**config.mk**
```make
export PLATFORM = sky130hd
export DESIGN_NAME = text_space_collapse_char_ref_decode
export DESIGN_NICKNAME = d
export VERILOG_FILES = /design/src/tscd_pkg.sv /design/src/text_space_collapse_char_ref_decode.sv /design/src/tscd_char_core.sv /design/src/tscd_res_queue.sv
export SDC_FILE = /design/constraint.sdc
export NUM_CORES = 1
export LEC_CHECK = 0
export BUFFER_PORTS_ARGS = -buffer_cell sky130_fd_sc_hd__buf_4
export CAP_MARGIN = 20
export CORE_UTILIZATION = 59
export DETAILED_ROUTE_END_ITERATION = 6
export GPL_TIMING_DRIVEN = 1
export PLACE_DENSITY = 0.87
export SETUP_SLACK_MARGIN = 0.2
export SLEW_MARGIN = 20
export SYNTH_ARGS = -nofsm -noshare
export SYNTH_HDL_FRONTEND = slang
export SYNTH_SLANG_ARGS = --single-unit
```
**constraint.sdc**
```tcl
create_clock -name clk -period 7.6 [get_ports clk]
set_input_delay 0.76 -clock clk [delete_from_list [all_inputs] [get_ports clk]]
set_output_delay 0.76 -clock clk [all_outputs]
set_load 0.02 [all_outputs]
```
**src/tscd_pkg.sv**
```systemverilog
// Shared types and character constants for the text space collapse and char reference decoder.
`default_nettype none

package tscd_pkg;

  localparam int unsigned CharW = 16;

  localparam logic [CharW-1:0] CH_TAB   = 16'h0009;
  localparam logic [CharW-1:0] CH_LF    = 16'h000A;
  localparam logic [CharW-1:0] CH_CR    = 16'h000D;
  localparam logic [CharW-1:0] CH_SPACE = 16'h0020;
  localparam logic [CharW-1:0] CH_HASH  = 16'h0023;
  localparam logic [CharW-1:0] CH_AMP   = 16'h0026;
  localparam logic [CharW-1:0] CH_ZERO  = 16'h0030;
  localparam logic [CharW-1:0] CH_NINE  = 16'h0039;
  localparam logic [CharW-1:0] CH_SEMI  = 16'h003B;

  localparam int unsigned QueueDepth = 3;

  // Register index decode on the configuration port.
  localparam logic REG_PRE_MODE = 1'b0;

  typedef enum logic [1:0] {
    PH_TEXT      = 2'd0,
    PH_AMP       = 2'd1,
    PH_HASH      = 2'd2,
    PH_SEMI_ONLY = 2'd3
  } phase_t;

  typedef struct packed {
    phase_t           phase;
    logic [CharW-1:0] code;
    logic             prev_lf;
    logic             space_seen;
    logic             cr_pend;
  } dec_state_t;

  typedef struct packed {
    logic [CharW-1:0] ch;
    logic             vld;
    logic             last;
  } res_t;

  // Results produced by one character: a count of zero, one or two, then the results in order.
  typedef struct packed {
    logic [1:0] n;
    res_t       r0;
    res_t       r1;
  } core_out_t;

endpackage

`default_nettype wire

```
**src/text_space_collapse_char_ref_decode.sv**
```systemverilog
// Top level of the text whitespace normalizer with numeric character reference decoding.
`default_nettype none

// The block takes one 16-bit text character per transfer on the in_ stream, with tlast on the
// final character of a string, and returns its normalized text on the out_ stream. With
// pre_mode at 0, CR, LF and TAB turn into spaces and runs of spaces collapse to one; with
// pre_mode at 1, line breaks are kept and a CR becomes LF unless an LF is next to it, which
// means a CR is held back until the following character decides it. References of the form
// &#digits; are decoded modulo 2^16, and a value of zero produces nothing. Each input
// character yields zero, one or two results; a string end always yields at least one, a bare
// marker with tuser low and tdata zero when there is no text, and tlast marks the last result
// of the string. A character is decoded in the cycle it is accepted and its results sit in a
// three-entry output queue the next cycle. in_tready is high whenever that queue holds at most
// one result, so one character is taken every cycle while results drain one per cycle; a
// character that yields two results leaves an extra result in the queue, which then holds
// off input until it has drained. pre_mode is read and written at byte address 0 on
// the APB-style port and must only be written while the block is idle. No clearing pass is
// needed after reset.
module text_space_collapse_char_ref_decode
  import tscd_pkg::*;
(
  input  wire logic             clk,
  input  wire logic             rst_n,

  input  wire logic             in_tvalid,
  output logic                  in_tready,
  input  wire logic [CharW-1:0] in_tdata,   // [15:0] in_char
  input  wire logic             in_tlast,

  output logic                  out_tvalid,
  input  wire logic             out_tready,
  output logic [CharW-1:0]      out_tdata,  // [15:0] out_char
  output logic [0:0]            out_tuser,  // [0] char_valid
  output logic                  out_tlast,

  input  wire logic             cfg_psel,
  input  wire logic             cfg_penable,
  input  wire logic             cfg_pwrite,
  input  wire logic [2:0]       cfg_paddr,
  input  wire logic [31:0]      cfg_pwdata,
  output logic [31:0]           cfg_prdata,
  output logic                  cfg_pready
);

  dec_state_t st_r;
  dec_state_t st_nxt;
  logic       pre_mode_r;
  core_out_t  core_res;
  logic       in_fire;
  logic       out_fire;
  logic       cfg_wr;
  logic [1:0] q_cnt;
  res_t       q_head;

  // Configuration port: always ready, one register at address 0.
  assign cfg_pready = 1'b1;
  assign cfg_wr     = cfg_psel && cfg_penable && cfg_pwrite && cfg_pready;
  assign cfg_prdata = (cfg_paddr[2] == REG_PRE_MODE) ? {31'd0, pre_mode_r} : 32'd0;

  always_ff @(posedge clk) begin
    if (!rst_n) begin
      pre_mode_r <= 1'b0;
    end else if (cfg_wr && (cfg_paddr[2] == REG_PRE_MODE)) begin
      pre_mode_r <= cfg_pwdata[0];
    end
  end

  // Input is taken while the queue has room for the two results a character may produce.
  assign in_tready = !q_cnt[1];
  assign in_fire   = in_tvalid && in_tready;
  assign out_fire  = out_tvalid && out_tready;

  tscd_char_core u_core (
    .st      (st_r),
    .in_char (in_tdata),
    .eos     (in_tlast),
    .pre     (pre_mode_r),
    .st_nxt  (st_nxt),
    .res     (core_res)
  );

  // Decoder state advances only on an accepted character.
  always_ff @(posedge clk) begin
    if (!rst_n) begin
      st_r <= '{phase: PH_TEXT, code: '0, prev_lf: 1'b0, space_seen: 1'b0, cr_pend: 1'b0};
    end else if (in_fire) begin
      st_r <= st_nxt;
    end
  end

  tscd_res_queue u_queue (
    .clk      (clk),
    .rst_n    (rst_n),
    .push     (in_fire),
    .push_res (core_res),
    .pop      (out_fire),
    .cnt      (q_cnt),
    .head     (q_head)
  );

  assign out_tvalid   = (q_cnt != 2'd0);
  assign out_tdata    = q_head.ch;
  assign out_tuser[0] = q_head.vld;
  assign out_tlast    = q_head.last;

`ifndef SYNTHESIS
  // The queue never holds more than its three entries.
  a_queue_bound: assert property (@(posedge clk) disable iff (!rst_n)
    q_cnt != 2'd3 || !in_fire)
    else $error("character accepted with a full result queue");

  // A bare end marker carries no character and always closes the string.
  a_bare_marker: assert property (@(posedge clk) disable iff (!rst_n)
    (out_tvalid && !out_tuser[0]) |-> (out_tlast && (out_tdata == '0)))
    else $error("result without a character is not a clean end marker");

  // A string end wipes all per-string state.
  a_eos_clears: assert property (@(posedge clk) disable iff (!rst_n)
    (in_fire && in_tlast) |=> ((st_r.phase == PH_TEXT) && (st_r.code == '0) &&
                               !st_r.space_seen && !st_r.cr_pend && !st_r.prev_lf))
    else $error("decoder state survived the end of a string");

  // A held-back CR is only ever left by a CR that did not follow an LF.
  a_cr_pend_no_lf: assert property (@(posedge clk) disable iff (!rst_n)
    st_r.cr_pend |-> !st_r.prev_lf)
    else $error("CR held back while the previous character was LF");

  // Every string end puts at least one result into the queue.
  a_eos_result: assert property (@(posedge clk) disable iff (!rst_n)
    (in_fire && in_tlast) |=> (q_cnt != 2'd0))
    else $error("string end produced no result");
`endif

endmodule

`default_nettype wire

```
**src/tscd_char_core.sv**
```systemverilog
// Combinational decode of one character: next state and up to two results.
`default_nettype none

module tscd_char_core
  import tscd_pkg::*;
(
  input  wire dec_state_t         st,
  input  wire logic [CharW-1:0]   in_char,
  input  wire logic               eos,
  input  wire logic               pre,
  output dec_state_t              st_nxt,
  output core_out_t               res
);

  logic [CharW-1:0] t;
  logic             pend_emit;
  logic             main_emit;
  logic [CharW-1:0] main_char;
  logic [CharW-1:0] code_x10;
  dec_state_t       nx;
  core_out_t        o;

  // Multiply by ten as two shifts and an add; digits map to their low nibble.
  assign code_x10 = {st.code[CharW-4:0], 3'b000} + {st.code[CharW-2:0], 1'b0};

  always_comb begin
    t         = in_char;
    nx        = st;
    nx.cr_pend = 1'b0;
    main_emit = 1'b0;
    pend_emit = st.cr_pend && (in_char != CH_LF);

    if (!pre && (in_char inside {CH_CR, CH_LF, CH_TAB})) begin
      t = CH_SPACE;
    end
    main_char = t;

    if (t == CH_CR) begin
      if (!st.prev_lf) begin
        if (eos) begin
          main_emit = 1'b1;
          main_char = CH_LF;
        end else begin
          nx.cr_pend = 1'b1;
        end
      end
    end else if (t == CH_LF) begin
      main_emit = 1'b1;
    end else if (t == CH_AMP) begin
      nx.phase = PH_AMP;
      nx.code  = '0;
    end else if (st.phase == PH_TEXT) begin
      if (t == CH_SPACE) begin
        main_emit     = pre || !st.space_seen;
        nx.space_seen = 1'b1;
      end else begin
        main_emit     = 1'b1;
        nx.space_seen = 1'b0;
      end
    end else begin
      if ((st.phase == PH_HASH) && (t inside {[CH_ZERO:CH_NINE]})) begin
        nx.code = code_x10 + {12'd0, t[3:0]};
      end else if ((t == CH_HASH) && (st.phase == PH_AMP)) begin
        nx.phase = PH_HASH;
      end else if (t == CH_SEMI) begin
        main_emit     = (st.code != '0);
        main_char     = st.code;
        nx.phase      = PH_TEXT;
        nx.space_seen = 1'b0;
      end else begin
        nx.phase = PH_TEXT;
      end
    end
    nx.prev_lf = (t == CH_LF);

    o = '0;
    if (pend_emit) begin
      o.r0 = '{ch: CH_LF, vld: 1'b1, last: 1'b0};
      o.r1 = '{ch: main_char, vld: 1'b1, last: 1'b0};
      o.n  = main_emit ? 2'd2 : 2'd1;
    end else begin
      o.r0 = '{ch: main_char, vld: 1'b1, last: 1'b0};
      o.n  = main_emit ? 2'd1 : 2'd0;
    end

    if (eos) begin
      // A string end always yields at least a bare marker, and the final result carries last.
      if (o.n == 2'd0) begin
        o.r0 = '{ch: '0, vld: 1'b0, last: 1'b1};
        o.n  = 2'd1;
      end else if (o.n == 2'd1) begin
        o.r0.last = 1'b1;
      end else begin
        o.r1.last = 1'b1;
      end
      nx = '{phase: PH_TEXT, code: '0, prev_lf: 1'b0, space_seen: 1'b0, cr_pend: 1'b0};
    end

    st_nxt = nx;
    res    = o;
  end

endmodule

`default_nettype wire

```
**src/tscd_res_queue.sv**
```systemverilog
// Three-entry shifting result queue that takes up to two results per cycle.
`default_nettype none

module tscd_res_queue
  import tscd_pkg::*;
(
  input  wire logic       clk,
  input  wire logic       rst_n,
  input  wire logic       push,
  input  wire core_out_t  push_res,
  input  wire logic       pop,
  output logic [1:0]      cnt,
  output res_t            head
);

  res_t       q_r   [QueueDepth];
  res_t       q_nxt [QueueDepth];
  logic [1:0] cnt_r;
  logic [1:0] cnt_nxt;
  logic [1:0] base;
  logic [1:0] push_n;

  assign push_n = push ? push_res.n : 2'd0;
  assign base   = cnt_r - {1'b0, pop};

  always_comb begin
    for (int i = 0; i < QueueDepth; i++) begin
      if (pop && (i < QueueDepth - 1)) begin
        q_nxt[i] = q_r[i+1];
      end else begin
        q_nxt[i] = q_r[i];
      end
      if ((push_n != 2'd0) && (2'(i) == base)) begin
        q_nxt[i] = push_res.r0;
      end
      if ((push_n == 2'd2) && (2'(i) == base + 2'd1)) begin
        q_nxt[i] = push_res.r1;
      end
    end
    cnt_nxt = base + push_n;
  end

  always_ff @(posedge clk) begin
    if (!rst_n) begin
      cnt_r <= '0;
    end else begin
      cnt_r <= cnt_nxt;
    end
  end

  always_ff @(posedge clk) begin
    for (int i = 0; i < QueueDepth; i++) begin
      q_r[i] <= q_nxt[i];
    end
  end

  assign cnt  = cnt_r;
  assign head = q_r[0];

endmodule

`default_nettype wire

```
---- After elaboration in Yosys (flattened, before gate mapping) ----
Memory sizes are Yosys's and may differ from the RTL's.
Index checks and enable logic that the tools add are counted.
cells by class
  add/sub/neg operators ................... 5
  $lt $le $gt $ge ......................... 2
  eq/ne operators ......................... 25
  multiplexer cells ....................... 59
  bitwise gates (word level) .............. 1
  reduce and logical (&&, ||, !) cells .... 33
operators by type and width
  cell                                                                 count
  2-to-1 mux 18 bit                                                    13
  2-to-1 mux 16 bit                                                    11
  == test 16 x 4 -> 1 bit (second input constant)                      5
  == test 16 x 6 -> 1 bit (second input constant)                      4
  2-to-1 mux 20 bit                                                    2
  2-to-1 mux 1 bit                                                     27
  2-to-1 mux 21 bit                                                    1
  2-to-1 mux 19 bit                                                    1
  adder 16 bit                                                         1
  adder 16 x 4 -> 16 bit                                               1
  greater-or-equal comparator 16 x 6 -> 1 bit (second input constant)  1
  <= comparator 16 x 6 -> 1 bit (second input constant)                1
  logical AND 1 bit                                                    16
  inequality test 16 x 4 -> 1 bit (second input constant)              1
  nonzero test 16 bit                                                  1
  inequality test 3 x 2 -> 1 bit (second input constant)               4
  AND reduction 5 bit                                                  2
  nonzero test 3 bit                                                   3
  zero test 2 bit                                                      4
  2-to-1 mux 2 bit                                                     4
  AND reduction 7 bit                                                  1
  inequality test 2 bit (second input constant)                        3
  == test 1 x 2 -> 1 bit (first input constant)                        2
  == test 2 x 1 -> 1 bit (second input constant)                       2
  other kinds (9)                                                      14
storage, ports and cells
  bits in registers ....................... 24
  RAM bits ................................ 54
  input bits .............................. 59
  logic and storage cells ................. 133
  memories kept ........................... 1
memories
  memory       words  width  read ports  clocked after memory_dff  wr ports  line                  text
  u_queue.q_r  3      18     3           0                         3         tscd_res_queue.sv:16  res_t q_r [QueueDepth];

---- Logic depth before layout (Yosys ltp) ----
  depth in word-level cells ............... 23
  mapped depth ............................ 18
  gate-level depth less buffers ........... 15

---- By module ----
Synthesis repeated with hierarchy kept, for this count alone.
unflattened totals
  cell total of the unflattened synthesis .. 697
  area, all modules ....................... 6377.4 sq um
modules (own cells, without submodules)
  module                               instances  cells an instance  area an instance (sq um)  sequential area each (sq um)
  tscd_res_queue                       1          304                3417.0                    1661.6
  tscd_char_core                       1          258                1771.7                    0.0
  text_space_collapse_char_ref_decode  1          135                1188.6                    440.4

---- Least setup slack after synthesis ----
No wires, ideal clock.
  path type ............................... input to register
  start ................................... input port in_tdata[12]
  end ..................................... memory u_queue.q_r[0][36] (netlist name), enable pin
  library setup time ...................... 0.416 ns
  arrival ................................. 4.663 ns
  setup slack ............................. 2.522 ns
  stages .................................. 14
  buffers on the path ..................... 2
  path through ............................ or4_4 -> or4_1 -> clkbuf_4 -> o2111ai_1 -> o21ai_0 -> a311o_1 -> nand2_1 -> a21o_1 -> ha_1 -> clkbuf_1 -> nor2_1 -> a21oi_1 -> o21ai_0 -> nor3_1
RTL lines
  what             line                                       text
  start, declared  text_space_collapse_char_ref_decode.sv:27  input wire logic [CharW-1:0] in_tdata,
  end, declared    tscd_res_queue.sv:16

==> impl_metrics.yaml <==
outcome:
  run_status: "completed"
worst_setup_path:
  critPathBufInv: 1
  cp_slowest_cell: "or4_1"
  crit_required_ns: 7.77
  timing_worst_setup_path_type: "in2reg"
  crit_chain: "buf_4 > or4_1 > or4_1 > o2111ai_1 > o21ai_0 > a311o_1 > nand2_1 > a21o_1 > ha_1 > nor3_1 > nor3_1 > nand2_1 > a21oi_1 > a21boi_2 > or2_2 > o21ai_0"
  cpPeakStageDelay_ns: 0.64
  start_kind: "input pin"
  worst_setup_path_end_kind: "register"
  crit_family: "simple AND/OR/NAND/NOR gates"
  critPathArrivalTime_ns: 5.51
  critical_path_peak_fanout: 9
floorplanning:
  die_area_mm2: 0.00898
  ioPinCount: 112
  floorplan.core_area_mm2: 0.00826
  fp.dieW_um: 94.8
  floorplan.rows: 33
  die_height_um: 94.8
  initial_core_util: 0.615
cells_and_area:
  multi_input_comb_area_mm2: 0.00254
  area_growth_syn_to_layout_pct: 7.02
  drive_above_1_share: 0.141
  n_antenna_cell: 0
  most-common-layout-cells: "nand2_1 (63), edfxtp_1 (54), a21oi_1 (50), buf_4 (49), o21ai_0 (46)"
  fillCellCount: 629
  final_common_cell: "nand2_1"
  design.final.nets: 668
  final_cell_area_mm2: 0.00543
  postLayoutCoreUtil: 0.658
  register_area_mm2: 0.00210
  layout.cells.non_filler: 687
timing:
  worst_hold_margin_ns: 0.499
  layout_setup_ws_ns: 2.26
  finalSetupViolations: 0
  min_period_over_period: 0.702
  maxSlewHeadroom: 0.401
  hold_viol: 0
  grt_setup_unrepaired: "no"
  tightest_pin_transition_ns: 0.899
  finalSetupTns_ns: 0
  max_freq_mhz: 187
  report.final.slew_viol_count: 0
  finalCriticalPeriod_ns: 5.34
  timing.clock.skew_ns: 0.0138
placement:
  dp_hpwl_mm: 8.07
  post-place-cells: 671
  placement.cell_area_mm2: 0.00522
  io_buffer_count: 46
  dpl_worst_slack_ns: 2.00
  place.gp.congestion: 0.924
yosys:
  ys_async_sr_fraction: 0
  synthCells: 554
  yosys.cell_types.count: 67
  synthFlopType: "edfxtp_1"
  synth_enable_flop_cells: 54
  synth.yosys.seq_area_share: 0.414
  ys_warn_count: 0
  ys_seq_elements: 78
  mappedNetlistArea_mm2: 0.00508
  synth.avg_cell_area_um2: 9.16
route:
  route.layer.met1.wl_mm: 4.29
  drt-pass1-iter-count: 5
  detail_route.wl_per_cell_um: 15.7
  drt_iter0_markers: 366
  route.detailed.drc: 0
  met2_wirelength_mm: 5.65
  wirelength_mm: 10.8
  route.vias.total: 4139
  drtAntennaViolNets: 0
  via_per_inst: 6.02
  routed.top_layer: "met4"
  met3WireLength_um: 656
flow_run:
  maxCapViolCount: 0
power:
  sequential_share_of_power: 0.425
  leakage_nw: 2.27
  power.net_switching_mw: 0.589
  pwr_density_cell_mw_per_mm2: 300
  power.ir.vdd_worst_mv: 0.151
  power_mw: 1.63
  p_int_mw: 1.04
  power.share.switching: 0.361
  clock_power_share: 0.210
  combinationalPowerShare: 0.365
clock_tree:
  cts.reportedPaths.clkPinSlew_ns: 0.08
  cts-hold-fix-buffers: 0
  worst_skew_pair.late_latency_ns: 0.35
  ctsRootBufferMaster: "clkbuf_8"
  clock-sinks: 78
  ctsHtreeMaxLevel: 3
  post_cts_resized: 0
  max-clock-path-buffers: 2
  post_cts.repair.setup_buffers: 0
  cts_buffers: 9
  cts_tree: "built"
global_route:
  gr-total-overflow: 0
  vias_in_the_first_global_route: 3795
  grt_pass1_wl_mm: 17.6
  grt_antenna_before_repair: 0
  track_usage: 0.251
  pin_count_of_the_biggest_net_entering_global_routing: 23
hold_path:
  timing.hold.worst.class: "reg2reg"
registers in the layout, indices dropped and copies added (netlist names):
name,count
pre_mode_r,1
st_r,21
u_queue.q_r,54
u_queue.cnt,2
cell families after synthesis:
group / after synthesis / share of synthesized area
and+or+nand+nor: 198 / 0.193
buffers and inverters: 87 / 0.108
DFF: 78 / 0.414
xor gates and xnor gates: 12 / 0.0207
adders and majority gates: 32 / 0.0818
muxes: 1 / 0.00197
other: 2 / 0.00148
AOI/OAI and AO/OA: 144 / 0.179
power groups by stage:
stage / clock, mW / sequential [mW] / combinational, mW
finish: 0.342 / 0.693 / 0.596
global route: 0.358 / 0.704 / 0.655
CTS: 0.342 / 0.694 / 0.594
detailed placement: 0 / 0.703 / 0.592
global placement: 0 / 0.695 / 0.550
floorplan: 0 / 0.698 / 0.467
Yosys cell counts (3+ instances only):
master | count | area [um^2]
a22oi_1 | 4 | 30.0
and2_1 | 5 | 31.3
or4_1 | 5 | 37.5
nor4_1 | 14 | 87.6
nand2b_1 | 7 | 43.8
nand4b_1 | 3 | 26.3
xnor2_1 | 7 | 61.3
edfxtp_1 | 54 | 1620
and3_1 | 3 | 18.8
a211oi_1 | 3 | 22.5
a31oi_1 | 3 | 18.8
clkbuf_1 | 10 | 37.5
ha_1 | 30 | 375
o31ai_1 | 3 | 22.5
buf_2 | 3 | 15.0
inv_1 | 19 | 71.3
o211ai_1 | 3 | 22.5
nor2_1 | 45 | 169
dfxtp_1 | 24 | 480
o21a_1 | 4 | 30.0
o22ai_1 | 4 | 25.0
nand2_1 | 63 | 236
buf_6 | 3 | 33.8
a21oi_1 | 50 | 250
or3_1 | 6 | 37.5
buf_4 | 49 | 368
nand3_1 | 13 | 65.1
nor3_1 | 15 | 75.1
a21boi_2 | 3 | 33.8
xor2_1 | 5 | 43.8
o21ai_0 | 46 | 230
tightest hold or removal path, delay by kind of cell, from the launching register on:
| kind | cells | cell delay, ns |
|---|---|---|
| AOI/OAI and AO/OA | 1 | 0.05 |
| DFF | 1 | 0.34 |
| and+or+nand+nor | 1 | 0.07 |
final cells by class:
class,count,area share
Multi-Input combinational cell,419,0.468
Tap cell,105,0.0242
Clock buffer,11,0.0242
Clock inverter,5,0.0154
Timing Repair Buffer,49,0.0677
Sequential cell,78,0.387
Inverter,20,0.0138
path summary, 6_finish.rpt:
kind	start	to	slack [ns]	cells after the start
hold / removal	st_r[0]	st_r[0]	0.50	2
setup reg to reg	pre_mode_r	u_queue.q_r[0][12]	3.52	14
hold reg to reg	st_r[0]	st_r[0]	0.50	2
setup / recovery	in_tdata[8]	u_queue.q_r[0][12]	2.26	16
routing by layer:
metal / GRT usage / vias to the layer above
met5: 0 / -
met4: 0.0808 / 0
met1: 0.306 / 1961
met3: 0.0443 / 22
li1: - / 1977
met2: 0.445 / 179
(Power assumes the default switching activity.)
